[src/rtl/ssrc_pkg.sv]
// Shared types, command codes and CRC-8 helpers for the serial sensor read block.
// No dependencies.
`timescale 1ns / 1ps

package ssrc_pkg;

  typedef logic [1:0]  cmd_t;
  typedef logic [15:0] word_t;
  typedef logic [7:0]  crc_t;

  localparam cmd_t CMD_TICK   = 2'd0;
  localparam cmd_t CMD_START  = 2'd1;
  localparam cmd_t CMD_UPDATE = 2'd2;

  localparam crc_t CRC_POLY = 8'h1D;
  localparam crc_t CRC_SEED = 8'hFF;

  localparam int WORD_BITS = 16;

  // One bit of CRC-8, MSB-first feed.
  function automatic crc_t crc_bit(input crc_t crc, input logic b);
    logic fb;
    crc_t sh;
    fb = crc[7] ^ b;
    sh = {crc[6:0], 1'b0};
    return fb ? (sh ^ CRC_POLY) : sh;
  endfunction

endpackage

[src/rtl/spi_sensor_read_with_crc8_top.sv]
// Serial sensor read master: command send, word receive, bit-serial CRC-8 check.
// Depends on ssrc_pkg.
`timescale 1ns / 1ps

// Channel  Direction  Handshake            Payload
// in       sink       in_valid/in_ready    command, command_word, miso
// out      source     out_valid/out_ready  select_n, clock_pulse, mosi, word_valid,
//                                          word_value, done_res, crc_ok
// Each accepted item is one serial tick and yields exactly one result item.
// The state step is combinational; the result sits in an output register, loaded when the item is accepted.
// in_ready is high whenever the output register is empty or being drained, so an
// item can enter every cycle while out_ready stays high.
// rst is synchronous; it clears the phase, counters, shift registers and output valid and loads the CRC seed.
// A stall on out holds the result and blocks further input until it is taken.

module spi_sensor_read_with_crc8_top (
  input  logic                clk,
  input  logic                rst,
  input  logic                in_valid,
  output logic                in_ready,
  input  ssrc_pkg::cmd_t      command,
  input  ssrc_pkg::word_t     command_word,
  input  logic                miso,
  output logic                out_valid,
  input  logic                out_ready,
  output logic                select_n,
  output logic                clock_pulse,
  output logic                mosi,
  output logic                word_valid,
  output ssrc_pkg::word_t     word_value,
  output logic                done_res,
  output logic                crc_ok
);
  import ssrc_pkg::*;

  localparam logic [1:0] PH_IDLE = 2'd0;
  localparam logic [1:0] PH_SEND = 2'd1;
  localparam logic [1:0] PH_RECV = 2'd2;

  logic [1:0] phase, phase_next;
  logic [3:0] bit_count, bit_count_next;
  logic [4:0] word_count, word_count_next;
  logic [3:0] words_wanted, words_wanted_next;
  word_t      command_shift, command_shift_next;
  word_t      receive_shift, receive_shift_next;
  crc_t       crc_register, crc_register_next;

  logic  sel_c, clk_c, mo_c, wv_c, done_c, ok_c;
  word_t wval_c, word_c;
  logic  accept;

  assign in_ready = !out_valid || out_ready;
  assign accept   = in_valid && in_ready;

  always_comb begin
    phase_next         = phase;
    bit_count_next     = bit_count;
    word_count_next    = word_count;
    words_wanted_next  = words_wanted;
    command_shift_next = command_shift;
    receive_shift_next = receive_shift;
    crc_register_next  = crc_register;
    sel_c  = 1'b1;
    clk_c  = 1'b0;
    mo_c   = 1'b1;
    wv_c   = 1'b0;
    wval_c = '0;
    done_c = 1'b0;
    ok_c   = 1'b0;
    word_c = {receive_shift[WORD_BITS-2:0], miso};
    unique case (phase)
      PH_SEND: begin
        sel_c = 1'b0;
        clk_c = 1'b1;
        mo_c  = command_shift[WORD_BITS-1];
        crc_register_next  = crc_bit(crc_register, command_shift[WORD_BITS-1]);
        command_shift_next = {command_shift[WORD_BITS-2:0], 1'b0};
        if (bit_count == 4'd15) begin
          bit_count_next     = '0;
          word_count_next    = '0;
          receive_shift_next = '0;
          phase_next         = PH_RECV;
        end else begin
          bit_count_next = bit_count + 4'd1;
        end
      end
      PH_RECV: begin
        sel_c = 1'b0;
        clk_c = 1'b1;
        if (word_count == 5'd0) begin
          crc_register_next = crc_bit(crc_register, (words_wanted != 4'd0) && miso);
        end
        receive_shift_next = word_c;
        if (bit_count == 4'd15) begin
          bit_count_next     = '0;
          receive_shift_next = '0;
          if (word_count < {1'b0, words_wanted}) begin
            wv_c            = 1'b1;
            wval_c          = word_c;
            word_count_next = word_count + 5'd1;
          end else begin
            done_c     = 1'b1;
            ok_c       = (word_c[7:0] == ~crc_register_next);
            phase_next = PH_IDLE;
          end
        end else begin
          bit_count_next = bit_count + 4'd1;
        end
      end
      default: begin
        phase_next = PH_IDLE;
        if (command == CMD_START) begin
          sel_c              = 1'b0;
          command_shift_next = command_word;
          words_wanted_next  = command_word[3:0];
          bit_count_next     = '0;
          word_count_next    = '0;
          receive_shift_next = '0;
          crc_register_next  = CRC_SEED;
          phase_next         = PH_SEND;
        end else if (command == CMD_UPDATE) begin
          sel_c = 1'b0;
        end
      end
    endcase
  end

  always_ff @(posedge clk) begin
    if (rst) begin
      phase         <= PH_IDLE;
      bit_count     <= '0;
      word_count    <= '0;
      words_wanted  <= '0;
      command_shift <= '0;
      receive_shift <= '0;
      crc_register  <= CRC_SEED;
      out_valid     <= 1'b0;
    end else begin
      if (accept) begin
        phase         <= phase_next;
        bit_count     <= bit_count_next;
        word_count    <= word_count_next;
        words_wanted  <= words_wanted_next;
        command_shift <= command_shift_next;
        receive_shift <= receive_shift_next;
        crc_register  <= crc_register_next;
        out_valid     <= 1'b1;
      end else if (out_ready) begin
        out_valid <= 1'b0;
      end
    end
  end

  always_ff @(posedge clk) begin
    if (accept) begin
      select_n    <= sel_c;
      clock_pulse <= clk_c;
      mosi        <= mo_c;
      word_valid  <= wv_c;
      word_value  <= wval_c;
      done_res    <= done_c;
      crc_ok      <= ok_c;
    end
  end

  a_done_not_word: assert property (@(posedge clk) disable iff (rst)
    out_valid |-> !(done_res && word_valid))
    else $error("done and word_valid together");

  a_ok_needs_done: assert property (@(posedge clk) disable iff (rst)
    (out_valid && crc_ok) |-> done_res)
    else $error("crc_ok without done");

  a_clock_in_select: assert property (@(posedge clk) disable iff (rst)
    (out_valid && clock_pulse) |-> !select_n)
    else $error("clock pulse while deselected");

  a_start_sends: assert property (@(posedge clk) disable iff (rst)
    (accept && phase == PH_IDLE && command == CMD_START) |=> phase == PH_SEND)
    else $error("start did not enter send");

  a_done_to_idle: assert property (@(posedge clk) disable iff (rst)
    (accept && done_c) |=> phase == PH_IDLE)
    else $error("done did not return to idle");

endmodule

[config.mk]
export PLATFORM = sky130hd
export DESIGN_NAME = spi_sensor_read_with_crc8_top
export DESIGN_NICKNAME = d
export VERILOG_FILES = /design/src/rtl/ssrc_pkg.sv /design/src/rtl/spi_sensor_read_with_crc8_top.sv
export SDC_FILE = /design/constraint.sdc
export NUM_CORES = 1
export LEC_CHECK = 0
export ABC_CLOCK_PERIOD_IN_PS = 2500
export BUFFER_PORTS_ARGS = -buffer_cell sky130_fd_sc_hd__buf_2
export CORE_MARGIN = 2
export CORE_UTILIZATION = 30
export DETAILED_ROUTE_END_ITERATION = 12
export GPL_TIMING_DRIVEN = 1
export MAX_ROUTING_LAYER = met4
export PLACE_DENSITY = 0.57
export SYNTH_ARGS = -nofsm -noshare
export SYNTH_HDL_FRONTEND = slang
export SYNTH_SLANG_ARGS = --single-unit
[constraint.sdc]
create_clock -name clk -period 2.5 [get_ports clk]
set_input_delay 0.5 -clock clk [delete_from_list [all_inputs] [get_ports clk]]
set_output_delay 0.5 -clock clk [all_outputs]
set_load 0.02 [all_outputs]
==> metrics.txt <==
outcome completed; clk sink count 77; cts-stage hold buffer count 0; Vias 3,003; CTS tree done; Power, Total 2.967 mW; Setup TNS Final 0 ns; Final Slew Violations 0; Final Instance Count excl. Fillers 621; placed cells roughly 600; total gr overflow 0; met3 GRT Util 3.870%; cells after synthesis 406; Critical Path End Type flop; hpwl dp 5816 microns; CP max-delay cell a221oi_1; GRT Max-Usage Layer met2; standard-cell rows 40; Die Wd 115.7 microns; largest net degree at the start of global routing 34; Port Buffer Count 46; Routability Congestion 0.8777; drt pass-1 iters 4; Util after Layout a little under two fifths; Period Utilization, post-route 87.47%; Place WS about 0.14 ns; Worst-path clk slew about 0.06 ns; Fill cells 1,268; Max VDD drop 0.4009 mV; share of layout cells above drive strength 1 17.44%; Setup Skew 0.009706 ns; vias in the first global route 2,874; met1 usage ~16%; Initial Utilization 30.88%; GR met2 Demand/Resource 21.25%; Final WS setup 0.3134 ns; relative slew slack 59.77%; Worst-Skew Late Latency 0.35 ns; critical path class reg -> reg; Post-synth EDFFs 22; H-Tree Depth 3; crit path DAT 2.27 ns; area share of the largest cell type after synthesis 29.44%; Final Hold Vio Count 0; HP Class in -> reg; initial antenna violation count 0; critical path fanouts, max 6; Worst Tran Pin Value between 0.6 and 0.7 ns; Die Area 13,370 sq um; # DRC 0; PwrDens about 660 nW/um^2; Nets 479; initial drt markers 128; Core Area 12,110 sq um; Routed WL approximately 8300 microns; DR vias/cell 4.836; Yosys top cell by area dfxtp_1; hold_ws 0.4072 ns; cts bufs inserted 9; global-route wire length before repair between 10,000 and 15,000 microns; Net Count, Synth 437; Root Buffer clkbuf_16; Ports 47; #FFs+latches synth slightly below 80; Max Cap Viol 0; Critical Path RT 2.58 ns; DRT antenna net count 0; RSZ-0062 raised after global routing no; Area contributors post-synth dfxtp_1 29%, edfxtp_1 18%, mux2i_1 6.2%; post-synthesis sequential area ratio a little under half; Max Fclk 457.3 MHz; Leak Pwr ~1.7 nW; Antenna Cells 0; Design Area, Final 4481 sq um; WL/cell 13.36 microns; die height 115.7 microns; Synth-to-Final Area Change 19.81%; most common cell after layout, fill and taps aside dfxtp_1; cells along the critical path o41ai_4, buf_4, and3b_1, a211oi_1, a311oi_2, a221oi_1, a2111oi_2; Placement Cell Area 4161 sq um; most frequent cells in the layout 55 x dfxtp_1, 46 x buf_2, 38 x a21oi_1, 37 x nand2_1, 35 x nor2_1; Distinct cells, synth between 40 and 50; total track usage 13.69%; Tmin final 2.187 ns; Avg Cell Area, Syn 9.211 sq um; Clock Path Buffers 2; Final setup viols 0; Post-Syn Area 3740 sq um; crit start category flop; critical path's largest stage delay 0.39 ns; async set or reset register ratio after synthesis 0%; Synthesis Warnings 0; Most used DFF post-synth dfxtp_1
power by group:
part | switching, mW | leakage, nW | internal (mW)
clock | 0.535 | 0.140 | 0.781
combinational | 0.177 | 0.908 | 0.116
sequential | 0.0298 | 0.663 | 1.33
metal layers:
metal / vias up / routed length, microns / share of wire (%)
met5: - / 0 / 0
met4: 0 / 192 / 2.3
met3: 13 / 339 / 4.1
met2: 64 / 3920 / 47
met1: 1397 / 3844 / 46
li1: 1529 / - / -
synth_stat cells, types with 4 or more instances:
library cell   n
nand2b_1       8
o21ai_0       13
edfxtp_1      22
a21oi_1       38
nor3_1         4
a211oi_1      17
clkbuf_1      23
mux2i_1       23
xor2_1         4
nor2b_1        5
o21bai_1       4
a22oi_1        4
nor2_1        35
ha_1           8
xnor2_1       12
dfxtp_1       55
nand3_1       20
and2_1        19
inv_1         15
nand2_1       37
area by class of cell:
class | instances | area (sq um) | share of cell area [%]
multi-input cells | 287 | 1819 | 40.60
flip-flops and latches | 77 | 1762 | 39.32
repair buffers | 58 | 332.8 | 7.428
clock buffers | 10 | 229.0 | 5.110
well taps | 168 | 210.2 | 4.691
clock inverters | 6 | 71.32 | 1.592
inverters | 15 | 56.30 | 1.257
timing repair:
action                                  4_1_cts  5_1_grt
endpoints found under the setup margin        0        1
setup buffers                                 0        2
resized for setup                             0        1
registers in the layout, summed over array words and instances, names as in the netlist:
name,count
command_shift,16
word_value,16
receive_shift,15
crc_register,8
word_count,5
bit_count,4
words_wanted,4
phase,2
clock_pulse,1
crc_ok,1
done_res,1
mosi,1
out_valid,1
select_n,1
word_valid,1
critical path: cells and delay by family (launching register included):
family | cells | cell delay (ns)
AO/OA/AOI/OAI | 5 | 1.18
flip-flops | 1 | 0.36
AND/OR/NAND/NOR | 1 | 0.19
buffers and inverters | 1 | 0.20
worst paths after layout:
kind                                    endpoint  slack [ns]  depth (start not counted)                      startpoint
hold reg to reg   receive_shift[14]$_SDFFE_PP0P_        0.45                          2  receive_shift[14]$_SDFFE_PP0P_
setup reg to reg            crc_ok$_SDFFCE_PP0P_        0.31                          7    words_wanted[3]$_SDFFE_PP0P_
setup / recovery            crc_ok$_SDFFCE_PP0P_        0.31                          7    words_wanted[3]$_SDFFE_PP0P_
hold / removal            out_valid$_SDFFE_PP0P_        0.41                          3                        in_valid
cell families (layout without fill, tap and decap cells):
group                      count (synthesis)  count (layout)  share of synthesized area [%]
muxes                                     23              23                          6.156
and+or+nand+nor                          142             142                          18.43
buffers and inverters                     42              89                          4.483
DFF                                       77              77                          47.11
xor gates and xnor gates                  16              16                          3.747
adders and majority gates                  8               8                          2.677
AOI/OAI and AO/OA                         98              98                          17.40
(Power assumes the default switching activity.)
